==> src/fpd_pkg.sv <==
`timescale 1ns / 1ps
`default_nettype none
package fpd_pkg;
    localparam int RING_DEPTH = 5;
    localparam int POS_W = $clog2(RING_DEPTH);
    localparam int DIV_CONST = RING_DEPTH - 2;
    localparam int SUM_W = 16 + $clog2(RING_DEPTH) + 2;
    localparam int NUM_W = 32;
    localparam int DEN_W = 32;
    localparam int CNT_W = 6;
    localparam int MEAN_SHIFT = SUM_W + 4;
    localparam int PROD_W = SUM_W + MEAN_SHIFT;
    localparam longint MEAN_RECIP = ((longint'(1) << MEAN_SHIFT) + DIV_CONST - 1) / DIV_CONST;

    localparam logic [2:0] CFG_LAUNCH = 3'd0;
    localparam logic [2:0] CFG_APOGEE = 3'd1;
    localparam logic [2:0] CFG_LANDED = 3'd2;
    localparam logic [2:0] CFG_HEIGHT = 3'd3;
    localparam logic [2:0] CFG_PERCENT = 3'd4;

    typedef enum logic [2:0] {
        PH_PAD = 3'd0,
        PH_ASCENT = 3'd1,
        PH_APOGEE = 3'd2,
        PH_DESCENT = 3'd3,
        PH_PROBE = 3'd4,
        PH_PAYLOAD = 3'd5,
        PH_LANDED = 3'd6
    } phase_t;

    typedef enum logic [2:0] {
        ST_IDLE,
        ST_DIV,
        ST_SCAN,
        ST_MEAN,
        ST_OUT
    } state_t;

    typedef struct packed {
        logic start;
        logic [NUM_W-1:0] num_mag;
        logic [DEN_W-1:0] den;
    } div_req_t;

    typedef struct packed {
        logic done;
        logic [NUM_W-1:0] quo;
    } div_rsp_t;
endpackage
`default_nettype wire

==> src/fpd_if.sv <==
`timescale 1ns / 1ps
`default_nettype none
interface fpd_in_if;
    logic valid;
    logic ready;
    logic kind;
    logic signed [20:0] altitude;
    logic [31:0] time_ms;
    logic signed [20:0] peak_altitude;
    logic apogee_sent;
    logic payload_release_sent;
    modport source (output valid, kind, altitude, time_ms, peak_altitude, apogee_sent,
        payload_release_sent, input ready);
    modport sink (input valid, kind, altitude, time_ms, peak_altitude, apogee_sent,
        payload_release_sent, output ready);
endinterface

interface fpd_out_if;
    logic valid;
    logic ready;
    logic [2:0] phase;
    logic container_release_pulse;
    logic payload_release_pulse;
    logic container_dropped;
    logic payload_dropped;
    logic glider_deployed;
    logic signed [15:0] mean_rate;
    modport source (output valid, phase, container_release_pulse, payload_release_pulse,
        container_dropped, payload_dropped, glider_deployed, mean_rate, input ready);
    modport sink (input valid, phase, container_release_pulse, payload_release_pulse,
        container_dropped, payload_dropped, glider_deployed, mean_rate, output ready);
endinterface
`default_nettype wire

==> src/flight_phase_detector.sv <==
`timescale 1ns / 1ps
`default_nettype none
// channel  dir  handshake     payload
// in_ch    in   valid/ready   kind, altitude, time_ms, peak_altitude, apogee_sent,
//                             payload_release_sent
// out_ch   out  valid/ready   phase, release pulses, flags, mean_rate
// cfg      in   cfg_we        cfg_index, cfg_data
// a flight sample is taken in idle, run through the bit-serial divider, then the ring
// is scanned, the trimmed sum and phase step are formed and the result is handed over;
// a restart item skips the divider, a sample with no elapsed time too
// rst_n clears ring, phase and flags, sets config defaults; one transaction at a time
// out_ch holds its result until taken, in_ch is not ready meanwhile
module flight_phase_detector
    import fpd_pkg::*;
(
    input  wire logic clk,
    input  wire logic rst_n,
    fpd_in_if.sink in_ch,
    fpd_out_if.source out_ch,
    input  wire logic cfg_we,
    input  wire logic [2:0] cfg_index,
    input  wire logic [20:0] cfg_data
);
    state_t state_reg, state_next;
    logic signed [15:0] launch_reg, apogee_reg, landed_reg;
    logic signed [20:0] height_reg;
    logic [6:0] percent_reg;

    logic signed [15:0] ring_reg [RING_DEPTH];
    logic [POS_W-1:0] pos_reg;
    logic signed [20:0] last_alt_reg;
    logic [31:0] last_time_reg;
    phase_t phase_reg;
    logic cflag_reg, pflag_reg, gflag_reg;
    logic cpulse_reg, ppulse_reg;

    logic kind_reg, apo_reg, pay_reg;
    logic signed [20:0] alt_reg, peak_reg;
    logic neg_reg;
    logic [POS_W-1:0] idx_reg;
    logic signed [SUM_W-1:0] sum_reg;
    logic signed [15:0] hi_reg, lo_reg;
    logic mneg_reg;
    logic [SUM_W-1:0] mag_reg;

    div_req_t dreq;
    div_rsp_t drsp;

    fpd_divider u_div (.clk(clk), .rst_n(rst_n), .req(dreq), .rsp(drsp));

    logic accept;
    logic signed [21:0] dalt;
    logic signed [31:0] num_s;
    logic [31:0] num_mag;
    logic [31:0] dt;
    logic signed [15:0] rate_sat;
    logic signed [SUM_W-1:0] ts;
    logic signed [SUM_W-1:0] lim_launch, lim_apogee, lim_landed;
    logic signed [28:0] alt100, peakpct;
    logic scan_last;
    logic [PROD_W-1:0] mean_prod;
    logic [SUM_W-1:0] mean_mag;

    assign accept = in_ch.valid && in_ch.ready;
    assign in_ch.ready = (state_reg == ST_IDLE);
    assign out_ch.valid = (state_reg == ST_OUT);
    assign dalt = 22'(in_ch.altitude) - 22'(last_alt_reg);
    // |dalt| * 1000 fits in 32 bits signed
    assign num_s = 32'(dalt) * 32'sd1000;
    assign num_mag = num_s[31] ? 32'(-num_s) : 32'(num_s);
    assign dt = in_ch.time_ms - last_time_reg;
    assign scan_last = (idx_reg == POS_W'(RING_DEPTH - 1));
    assign ts = sum_reg - SUM_W'(hi_reg) - SUM_W'(lo_reg);
    assign lim_launch = SUM_W'(launch_reg) * SUM_W'(DIV_CONST);
    assign lim_apogee = SUM_W'(apogee_reg) * SUM_W'(DIV_CONST);
    assign lim_landed = SUM_W'(landed_reg) * SUM_W'(DIV_CONST);
    assign alt100 = 29'(alt_reg) * 29'sd100;
    assign peakpct = 29'(peak_reg) * $signed({22'd0, percent_reg});
    // magnitude over the trimmed count by reciprocal multiply, exact over the sum range
    assign mean_prod = PROD_W'(mag_reg) * PROD_W'(MEAN_RECIP);
    assign mean_mag = mean_prod[PROD_W-1:MEAN_SHIFT];

    always_comb
    begin
        dreq.start = accept && in_ch.kind && (in_ch.time_ms != last_time_reg);
        dreq.num_mag = num_mag;
        dreq.den = dt;
    end

    always_comb
    begin
        if (neg_reg)
            rate_sat = (drsp.quo > 32'd32768) ? 16'sh8000 : 16'(-$signed(drsp.quo));
        else
            rate_sat = (drsp.quo > 32'd32767) ? 16'sh7fff : 16'(drsp.quo);
    end

    always_comb
    begin
        state_next = state_reg;
        unique case (state_reg)
            ST_IDLE:
                if (accept)
                    state_next = dreq.start ? ST_DIV : ST_SCAN;
            ST_DIV:
                if (drsp.done)
                    state_next = ST_SCAN;
            ST_SCAN:
                if (scan_last)
                    state_next = ST_MEAN;
            ST_MEAN:
                state_next = ST_OUT;
            ST_OUT:
                if (out_ch.ready)
                    state_next = ST_IDLE;
            default:
                state_next = ST_IDLE;
        endcase
    end

    always_ff @(posedge clk or negedge rst_n)
    begin
        if (!rst_n)
        begin
            state_reg <= ST_IDLE;
            launch_reg <= 16'sd500;
            apogee_reg <= -16'sd50;
            landed_reg <= -16'sd20;
            height_reg <= 21'sd300;
            percent_reg <= 7'd80;
            for (int i = 0; i < RING_DEPTH; i++)
                ring_reg[i] <= '0;
            pos_reg <= '0;
            last_alt_reg <= '0;
            last_time_reg <= '0;
            phase_reg <= PH_PAD;
            cflag_reg <= 1'b0;
            pflag_reg <= 1'b0;
            gflag_reg <= 1'b0;
            cpulse_reg <= 1'b0;
            ppulse_reg <= 1'b0;
        end
        else
        begin
            state_reg <= state_next;
            if (cfg_we)
            begin
                unique case (cfg_index)
                    CFG_LAUNCH: launch_reg <= cfg_data[15:0];
                    CFG_APOGEE: apogee_reg <= cfg_data[15:0];
                    CFG_LANDED: landed_reg <= cfg_data[15:0];
                    CFG_HEIGHT: height_reg <= cfg_data;
                    CFG_PERCENT: percent_reg <= cfg_data[6:0];
                    default: ;
                endcase
            end
            if (accept)
            begin
                cpulse_reg <= 1'b0;
                ppulse_reg <= 1'b0;
                if (!in_ch.kind)
                begin
                    for (int i = 0; i < RING_DEPTH; i++)
                        ring_reg[i] <= '0;
                    last_alt_reg <= in_ch.altitude;
                    last_time_reg <= in_ch.time_ms;
                end
                else if (dreq.start)
                begin
                    last_alt_reg <= in_ch.altitude;
                    last_time_reg <= in_ch.time_ms;
                end
            end
            if (state_reg == ST_DIV && drsp.done)
            begin
                ring_reg[pos_reg] <= rate_sat;
                pos_reg <= (pos_reg == POS_W'(RING_DEPTH - 1)) ? '0 : pos_reg + 1'b1;
            end
            if (state_reg == ST_MEAN && kind_reg)
            begin
                unique case (phase_reg)
                    PH_PAD:
                        if (ts > lim_launch) phase_reg <= PH_ASCENT;
                    PH_ASCENT:
                        if (ts < lim_apogee) phase_reg <= PH_APOGEE;
                    PH_APOGEE:
                        if (apo_reg) phase_reg <= PH_DESCENT;
                    PH_DESCENT:
                        if (alt100 <= peakpct)
                        begin
                            phase_reg <= PH_PROBE;
                            cpulse_reg <= 1'b1;
                            cflag_reg <= 1'b1;
                            gflag_reg <= 1'b1;
                        end
                    PH_PROBE:
                        if (alt_reg <= height_reg || ts > lim_landed)
                        begin
                            phase_reg <= PH_PAYLOAD;
                            ppulse_reg <= 1'b1;
                            pflag_reg <= 1'b1;
                        end
                    PH_PAYLOAD:
                        if (ts > lim_landed && pay_reg)
                        begin
                            phase_reg <= PH_LANDED;
                            gflag_reg <= 1'b0;
                        end
                    default: ;
                endcase
            end
        end
    end

    // item capture, serial scan of the ring, then sign and magnitude of the trimmed sum
    always_ff @(posedge clk)
    begin
        if (accept)
        begin
            kind_reg <= in_ch.kind;
            apo_reg <= in_ch.apogee_sent;
            pay_reg <= in_ch.payload_release_sent;
            alt_reg <= in_ch.altitude;
            peak_reg <= in_ch.peak_altitude;
            neg_reg <= num_s[31];
            idx_reg <= '0;
            sum_reg <= '0;
            hi_reg <= 16'sh8000;
            lo_reg <= 16'sh7fff;
        end
        if (state_reg == ST_SCAN)
        begin
            sum_reg <= sum_reg + SUM_W'(ring_reg[idx_reg]);
            if (ring_reg[idx_reg] > hi_reg) hi_reg <= ring_reg[idx_reg];
            if (ring_reg[idx_reg] < lo_reg) lo_reg <= ring_reg[idx_reg];
            idx_reg <= idx_reg + 1'b1;
        end
        if (state_reg == ST_MEAN)
        begin
            mag_reg <= ts[SUM_W-1] ? SUM_W'(-ts) : SUM_W'(ts);
            mneg_reg <= ts[SUM_W-1];
        end
    end

    assign out_ch.phase = phase_reg;
    assign out_ch.container_release_pulse = cpulse_reg;
    assign out_ch.payload_release_pulse = ppulse_reg;
    assign out_ch.container_dropped = cflag_reg;
    assign out_ch.payload_dropped = pflag_reg;
    assign out_ch.glider_deployed = gflag_reg;
    assign out_ch.mean_rate = mneg_reg ? 16'(-mean_mag) : 16'(mean_mag);
endmodule
`default_nettype wire

==> src/fpd_divider.sv <==
`timescale 1ns / 1ps
`default_nettype none
module fpd_divider
    import fpd_pkg::*;
(
    input  wire logic clk,
    input  wire logic rst_n,
    input  wire div_req_t req,
    output div_rsp_t rsp
);
    logic [NUM_W-1:0] quo_reg, quo_next;
    logic [DEN_W:0] rem_reg, rem_next;
    logic [DEN_W-1:0] den_reg, den_next;
    logic [CNT_W-1:0] cnt_reg, cnt_next;
    logic busy_reg, busy_next;
    logic done_reg, done_next;
    logic [DEN_W:0] trial;
    logic [DEN_W:0] shifted;

    // restoring division, one quotient bit a cycle
    always_comb
    begin
        quo_next = quo_reg;
        rem_next = rem_reg;
        den_next = den_reg;
        cnt_next = cnt_reg;
        busy_next = busy_reg;
        done_next = 1'b0;
        shifted = {rem_reg[DEN_W-1:0], quo_reg[NUM_W-1]};
        trial = shifted - {1'b0, den_reg};
        if (req.start)
        begin
            quo_next = req.num_mag;
            rem_next = '0;
            den_next = req.den;
            cnt_next = CNT_W'(NUM_W);
            busy_next = 1'b1;
        end
        else if (busy_reg)
        begin
            if (!trial[DEN_W])
            begin
                rem_next = trial;
                quo_next = {quo_reg[NUM_W-2:0], 1'b1};
            end
            else
            begin
                rem_next = shifted;
                quo_next = {quo_reg[NUM_W-2:0], 1'b0};
            end
            cnt_next = cnt_reg - 1'b1;
            if (cnt_reg == CNT_W'(1))
            begin
                busy_next = 1'b0;
                done_next = 1'b1;
            end
        end
    end

    always_ff @(posedge clk or negedge rst_n)
    begin
        if (!rst_n)
        begin
            busy_reg <= 1'b0;
            done_reg <= 1'b0;
            cnt_reg <= '0;
        end
        else
        begin
            busy_reg <= busy_next;
            done_reg <= done_next;
            cnt_reg <= cnt_next;
        end
    end

    always_ff @(posedge clk)
    begin
        quo_reg <= quo_next;
        rem_reg <= rem_next;
        den_reg <= den_next;
    end

    assign rsp.done = done_reg;
    assign rsp.quo = quo_reg;
endmodule
`default_nettype wire

==> src/flat_wrapper.sv <==
// flat-port wrapper written by rule: the top's interface ports become plain ports
module flight_phase_detector_flat import fpd_pkg::*;
  (clk, rst_n, cfg_we, cfg_index, cfg_data, in_ch_valid, in_ch_kind, in_ch_altitude, in_ch_time_ms, in_ch_peak_altitude, in_ch_apogee_sent, in_ch_payload_release_sent, in_ch_ready, out_ch_valid, out_ch_phase, out_ch_container_release_pulse, out_ch_payload_release_pulse, out_ch_container_dropped, out_ch_payload_dropped, out_ch_glider_deployed, out_ch_mean_rate, out_ch_ready);
  fpd_in_if in_ch_i ();
  fpd_out_if out_ch_i ();
  input  wire logic clk;
  input  wire logic rst_n;
  input  wire logic cfg_we;
  input  wire logic [2:0] cfg_index;
  input  wire logic [20:0] cfg_data;
  input wire logic [$bits(in_ch_i.valid)-1:0] in_ch_valid;
  input wire logic [$bits(in_ch_i.kind)-1:0] in_ch_kind;
  input wire logic [$bits(in_ch_i.altitude)-1:0] in_ch_altitude;
  input wire logic [$bits(in_ch_i.time_ms)-1:0] in_ch_time_ms;
  input wire logic [$bits(in_ch_i.peak_altitude)-1:0] in_ch_peak_altitude;
  input wire logic [$bits(in_ch_i.apogee_sent)-1:0] in_ch_apogee_sent;
  input wire logic [$bits(in_ch_i.payload_release_sent)-1:0] in_ch_payload_release_sent;
  output wire logic [$bits(in_ch_i.ready)-1:0] in_ch_ready;
  output wire logic [$bits(out_ch_i.valid)-1:0] out_ch_valid;
  output wire logic [$bits(out_ch_i.phase)-1:0] out_ch_phase;
  output wire logic [$bits(out_ch_i.container_release_pulse)-1:0] out_ch_container_release_pulse;
  output wire logic [$bits(out_ch_i.payload_release_pulse)-1:0] out_ch_payload_release_pulse;
  output wire logic [$bits(out_ch_i.container_dropped)-1:0] out_ch_container_dropped;
  output wire logic [$bits(out_ch_i.payload_dropped)-1:0] out_ch_payload_dropped;
  output wire logic [$bits(out_ch_i.glider_deployed)-1:0] out_ch_glider_deployed;
  output wire logic [$bits(out_ch_i.mean_rate)-1:0] out_ch_mean_rate;
  input wire logic [$bits(out_ch_i.ready)-1:0] out_ch_ready;
  assign in_ch_i.valid = in_ch_valid;
  assign in_ch_i.kind = in_ch_kind;
  assign in_ch_i.altitude = in_ch_altitude;
  assign in_ch_i.time_ms = in_ch_time_ms;
  assign in_ch_i.peak_altitude = in_ch_peak_altitude;
  assign in_ch_i.apogee_sent = in_ch_apogee_sent;
  assign in_ch_i.payload_release_sent = in_ch_payload_release_sent;
  assign in_ch_ready = in_ch_i.ready;
  assign out_ch_valid = out_ch_i.valid;
  assign out_ch_phase = out_ch_i.phase;
  assign out_ch_container_release_pulse = out_ch_i.container_release_pulse;
  assign out_ch_payload_release_pulse = out_ch_i.payload_release_pulse;
  assign out_ch_container_dropped = out_ch_i.container_dropped;
  assign out_ch_payload_dropped = out_ch_i.payload_dropped;
  assign out_ch_glider_deployed = out_ch_i.glider_deployed;
  assign out_ch_mean_rate = out_ch_i.mean_rate;
  assign out_ch_i.ready = out_ch_ready;
  flight_phase_detector u_core (.clk(clk), .rst_n(rst_n), .in_ch(in_ch_i), .out_ch(out_ch_i), .cfg_we(cfg_we), .cfg_index(cfg_index), .cfg_data(cfg_data));
endmodule
==> config.mk <==
export PLATFORM = sky130hd
export DESIGN_NAME = flight_phase_detector_flat
export DESIGN_NICKNAME = d
export VERILOG_FILES = /design/src/fpd_pkg.sv /design/src/fpd_if.sv /design/src/flight_phase_detector.sv /design/src/fpd_divider.sv /design/src/flat_wrapper.sv
export SDC_FILE = /design/constraint.sdc
export NUM_CORES = 2
export LEC_CHECK = 0
export BUFFER_PORTS_ARGS = -buffer_cell sky130_fd_sc_hd__buf_4
export CORE_MARGIN = 2
export CORE_UTILIZATION = 40
export DETAILED_ROUTE_END_ITERATION = 6
export PLACE_DENSITY = 0.56
export SKIP_LAST_GASP = 1
export SLEW_MARGIN = 15
export SYNTH_ARGS = -nofsm -noshare
export SYNTH_HDL_FRONTEND = slang
export SYNTH_SLANG_ARGS = --single-unit
==> constraint.sdc <==
create_clock -name clk -period 16.69 [get_ports clk]
set_input_delay 3.338 -clock clk [delete_from_list [all_inputs] [get_ports clk]]
set_output_delay 3.338 -clock clk [all_outputs]
set_load 0.03 [all_outputs]
# == After elaboration in Yosys (flattened, before gate mapping) ==
# Cells that the tools add are included.
# op_classes
add_sub_neg,13
n_mul,7
n_div,0
n_lt_le_gt_ge,12
n_eq_ne,28
shifts,0
n_mux,66
bitwise_logic,2
reduce_logical,26
# ops
operator,count
80-bit two-way mux,3
16-bit two-way mux,13
32-bit two-way mux,6
21-bit two-way mux,4
80-bit bitwise mux,1
"16-bit by 3-bit multiplier with 19-bit output, second input constant",3
16-bit binary-select mux with 3-bit select,1
16-bit demux with 3-bit select,1
21-bit greater-than comparator,2
21-bit by 16-bit subtractor with 21-bit output,2
"21-bit by 24-bit multiplier with 41-bit output, second input constant",1
3-bit two-way mux,13
33-bit by 32-bit subtractor with 33-bit output,1
"32-bit by 15-bit greater-than comparator with 1-bit output, second input constant",1
"32-bit by 16-bit greater-than comparator with 1-bit output, second input constant",1
32-bit != test,1
16-bit negator,2
32-bit negator,1
32-bit subtractor,1
29-bit <= comparator,1
21-bit by 8-bit multiplier with 29-bit output,1
"22-bit by 8-bit multiplier with 29-bit output, second input constant",1
"21-bit by 6-bit multiplier with 27-bit output, second input constant",1
21-bit by 21-bit subtractor with 22-bit output,1
other kinds (33),91
# totals
register_bits,451
latch_bits,0
mem_bits_rw,0
mem_bits_ro,0
output_inout_bits,26
elab_cells,193
memories,0

# == Logic depth before layout (Yosys ltp) ==
# logic_depth
ltp_word,7
mapped_depth,36

# == By module ==
# A second synthesis with hierarchy kept.
# hier_totals
cells_unflattened,5235
area_unflattened_um2,49508.7
# by_module_without_submodules
module,n_inst,cells_per_inst,area_per_inst_um2
flight_phase_detector,1,4631,43427.9
fpd_divider,1,604,6080.8

# == Worst setup path before layout ==
# Ideal clock, no wire load.
# synth_path
path_type,input -> register
startpoint,in in_ch_altitude[0]
endpoint,reg u_core.u_div.quo_reg[29] (data pin)
setup_ns,0.267
arrival_time_ns,10.560
required_ns,16.423
path_slack_ns,5.863
cell_stages,34
n_path_buf,3
path_cell_list,inv_1 -> ha_1 -> fa_1 -> nor2b_1 -> o31a_1 -> nor3_1 -> o31ai_1 -> o22ai_1 -> o31ai_1 -> nor2_1 -> xnor2_1 -> xnor2_1 -> xnor2_1 -> fa_1 -> inv_1 -> fa_1 -> inv_1 -> fa_1 -> inv_1 -> ha_1 -> clkbuf_1 -> a21o_1 -> or2_2 -> or3_1 -> o211ai_1 -> a21oi_1 -> mux2i_1 -> and2_1 -> clkbuf_1 -> inv_1 -> clkbuf_1 -> o21ai_0 -> xnor2_1 -> o21ai_0
# synth_rtl
element,line_no,rtl
from (decl),flat_wrapper.sv:13,input wire logic [$bits(in_ch_i.altitude)-1:0] in_ch_altitude;
21-bit by 21-bit subtractor with 22-bit output,flight_phase_detector.sv:67,assign dalt = 22'(in_ch.altitude) - 22'(last_alt_reg);
22-bit by 8-bit multiplier with 29-bit output,flight_phase_detector.sv:69,assign num_s = 32'(dalt) * 32'sd1000;
net u_core.num_s[31],flight_phase_detector.sv:53,logic signed [31:0] num_s;
32-bit two-way mux,flight_phase_detector.sv:70,assign num_mag = num_s[31] ? 32'(-num_s) : 32'(num_s);
32-bit two-way mux,fpd_divider.sv:31,if (req.start)
net u_core.u_div.quo_next[29],fpd_divider.sv:11,"logic [NUM_W-1:0] quo_reg, quo_next;"
to (signal assigned),fpd_divider.sv:78,quo_reg <= quo_next;
to (decl),fpd_divider.sv:11,
# The timed path passes the listed nets, and every way through them passes these cells.
# A chain may end at the register's enable or synchronous reset.

# == Worst setup path in the final report ==
# layout_path
startpoint,reg u_core.mag_reg[15]
endpoint,out out_ch_mean_rate[15]
# layout_between
elab_chain_len,3
# layout_lines
element,line_no,rtl
from (decl),flight_phase_detector.sv:44,logic [SUM_W-1:0] mag_reg;
from (signal assigned),flight_phase_detector.sv:240,mag_reg <= ts[SUM_W-1] ? SUM_W'(-ts) : SUM_W'(ts);
21-bit by 24-bit multiplier with 41-bit output (*),flight_phase_detector.sv:80,assign mean_prod = PROD_W'(mag_reg) * PROD_W'(MEAN_RECIP);
16-bit negator,flight_phase_detector.sv:251,assign out_ch.mean_rate = mneg_reg ? 16'(-mean_mag) : 16'(mean_mag);
16-bit two-way mux (*),flight_phase_detector.sv:251,
to (decl),flat_wrapper.sv:26,output wire logic [$bits(out_ch_i.mean_rate)-1:0] out_ch_mean_rate;
# Every way passes the cells marked *; elsewhere a longest branch is shown, timed or not.

==> summary.txt <==
Timing
  • Measured slew at the worst slew-check pin: ~1.1 ns
  • Clk_skew: 0.0539 ns
  • Endpoints failing setup: 0
  • Relative slew slack: 0.272
  • Crit share post-route: 0.712
  • Hold Vio Cnt, Final: 0
  • Max-slew violation count: 0
  • Max Clock Freq: 84.2 MHz
  • TNS Setup: 0 ns
  • RSZ-0062 raised after global routing: false
  • Min Tclk post-route: around 12 ns

Clock tree
  • CTS Hold Bufs: 0
  • CTS resizes: 0
  • Clock sink count: 451
  • CTS tree: done
  • Worst-Skew Late Latency: 0.70 ns
  • Worst-path clk slew: 0.06 ns
  • Root Buffer: clkbuf_16
  • # Post-CTS Setup Buffers: 0
  • CTS Buf Count: 57
  • CTS H-Tree Depth: 2
  • Bufs on Longest Clock Path: 3

Synth
  • Main combinational cell family by area after synthesis: adder cells
  • Syn Area/Cell: roughly 9.3 um^2
  • Syn Inst Count: 5263
  • Synth Area in Adders: 0.326
  • Sequential share of the synthesized area: 0.240
  • #FFs+latches synth: approximately 450
  • Top post-synthesis cells by count: 884 x inv_1, 710 x ha_1, 354 x fa_1, 317 x o21ai_0, 281 x nand2_1
  • Area contributors post-synth: ha_1 18%, fa_1 14%, dfrtp_1 9.8%
  • Complex-gate fraction of the synthesized area: 0.131
  • Synth warnings: 0
  • Syn Nets: 6433
  • Async set or reset register ratio after synthesis: 0.512
  • Unique masters post-synth: 92
  • Post-Synth Simple-Gate Area: 0.121
  • Post-synth top area share: 0.181
  • Ys flop type: dfrtp_1
  • Count leader, synth: inv_1
  • Mux share of post-synthesis cell area: 0.0503
  • Synth Area in XOR/XNOR: 0.0543
  • Biggest area consumer among synthesized cells: ha_1
  • Synthesized area: 49100 um^2
  • Post-synth EDFFs: 156

Detailed routing
  • Wirelength, routed: 114 mm
  • Routed Antenna Nets: 0
  • Via count: 36100
  • Via-to-Cell Ratio: 5.12
  • Wirelength per Cell: 16.1 um
  • DRC violations left: 0
  • DR pass1 iterations: 5
  • Detailed Route Iter0 Violations: 1599

GRT
  • GRT Total Usage: 0.184
  • GR Util met3: 0.0298
  • Initial antenna violation count: 7
  • Global-route wire length before repair: 190 mm
  • Busiest metal layer after global routing: met2
  • Met2 usage: 0.304
  • Met1 Use GR: 0.251
  • Largest net degree at the start of global routing: roughly 140
  • Vias in the first global route: 36900
  • Gr ovfl total: 0

Min path
  • Hold Crit Class: flip-flop to flip-flop

Critical path
  • Critical Path RT: 13.35 ns
  • Worst r2r src: u_core.percent_reg[3]
  • Critical path type: flip-flop to output port
  • CP max stage delay: 0.64 ns
  • CP Launch Type: flip-flop
  • Flop-to-flop setup slack: 7.82 ns
  • Crit path cell chain: ha_1, fa_1, inv_1, fa_1, inv_1, fa_1, inv_1, fa_1, fa_1, inv_1, fa_1, ha_1, nand3_1, nor3_1, a221oi_1, o21ai_0, a21oi_1, nand3_1, or4_1, a31oi_1, o21ai_0, o41ai_1, xnor2_1, buf_4
  • CP max-delay cell: fa_1
  • CP max FO: 5
  • Worst path most repeated cell: fa_1
  • R2r worst-path depth: 27
  • Reg-to-Reg End: u_core.out_ch.container_dropped
  • Crit path to: out_ch_mean_rate[15]
  • Crit path max-delay family: adder cells
  • Arrival time at the worst endpoint: 8.54 ns
  • Stages on worst setup path: 24
  • Kind of end point of the critical path: output port
  • CP startpoint: u_core.mag_reg[15]
  • CP bufs+invs: 5

Layout
  • Number of flip-flops in the largest register: 80
  • Layout cells sized above 1: 0.0898
  • Final Util: 0.444
  • Area Growth Syn to Fin: 10.1%
  • Post-layout net count: about 6500

Placement
  • IO Port Bufs: 131
  • HPWL Detailed: 89.4 mm
  • Final GP Congestion: around 0.87

Floorplan
  • Core area: 122000 um^2
  • IO Count: approximately 130
  • Initial cell density of the core: 0.403
  • Row count: ~130
  • Die Height: 354 um
  • Die width: 354 um
  • Die area: 126000 um^2

Flow run
  • Max-cap violations: 0

Status
  • Outcome: finished clean
## worst register-to-register path, stage by stage (launching register included)
cell	delay (ns)
dfrtp_1	0.81
and2_1	0.26
fa_1	0.43
fa_1	0.50
fa_1	0.56
inv_1	0.06
fa_1	0.54
inv_1	0.04
ha_1	0.39
nand4_1	0.11
nor3_1	0.26
nor2_1	0.10
a2111oi_0	0.53
a2111oi_0	0.24
o31ai_1	0.54
nand4_1	0.16
nand4b_1	0.11
a21oi_1	0.08
xnor2_1	0.13
ha_1	0.34
nand4_1	0.17
nor4_1	0.49
a221oi_1	0.17
xor2_1	0.22
a21oi_1	0.37
nand2_1	0.14
nor3_1	0.84
or2_2	0.25
## layer usage
metal / vias up / share of wire
met3: 137 / 0.045
met5: - / 0.00024
met1: 17300 / 0.48
met4: 4 / 0.024
li1: 18100 / -
met2: 514 / 0.46
## worst min-delay path by stage
stage	cells past startpoint	startpoint	end
6_report	2	u_core.hi_reg[12]	u_core.hi_reg[12]
2_1_floorplan	2	u_core.hi_reg[10]	u_core.hi_reg[10]
3_5_place_dp	2	u_core.hi_reg[9]	u_core.hi_reg[9]
4_1_cts	2	u_core.hi_reg[9]	u_core.hi_reg[9]
5_1_grt	2	u_core.hi_reg[10]	u_core.hi_reg[10]
3_3_place_gp	2	u_core.hi_reg[6]	u_core.hi_reg[6]
## layout by cell type, fill, tap and decap left out, types with 84 or more instances in the layout
cell type / count
nor2_1: 229
nand2_1: 281
mux2_2: 130
a21oi_1: 267
nor3_1: 84
inv_1: 884
a21o_1: 129
dfrtp_1: 192
fa_1: 354
mux2i_1: 98
nand3_1: 125
and2_1: 152
edfxtp_1: 156
o21ai_0: 317
ha_1: 710
xnor2_1: 199
buf_4: 167
xor2_1: 105
## per-stage QoR
step / hold WS (ns) / instances / worst slack [ns] / cell area, um^2
6_report: 0.459 / 7048 / 4.81 / 54000
3_3_place_gp: 0.446 / 6939 / 4.91 / 52000
3_5_place_dp: 0.453 / 6939 / 4.80 / 52000
4_1_cts: 0.462 / 7047 / 4.70 / 54000
2_1_floorplan: 0.439 / 5263 / 5.86 / 49100
5_1_grt: 0.483 / 7047 / 4.19 / 54000
## cell type report
cell class                      instances  area, um^2
Fill cell                           11900       67700
Tap cell                             1625        2030
Inverter                              887        3330
Timing Repair Buffer                  169        1290
Multi-Input combinational cell       3807       33500
Antenna cell                            1        2.50
Clock inverter                         28         369
Clock buffer                           80        1670
Sequential cell                       451       11800
## kinds of logic after synthesis
| group | after synthesis |
|---|---|
| buf+inv | 1005 |
| fa+ha+maj | 1066 |
| compound gates | 1032 |
| xor+xnor | 304 |
| mux | 229 |
| flops | 451 |
| simple gates | 1176 |
Power is not shown: default switching activity piles up to over one toggle a cycle in this logic, so the estimate is an artifact.
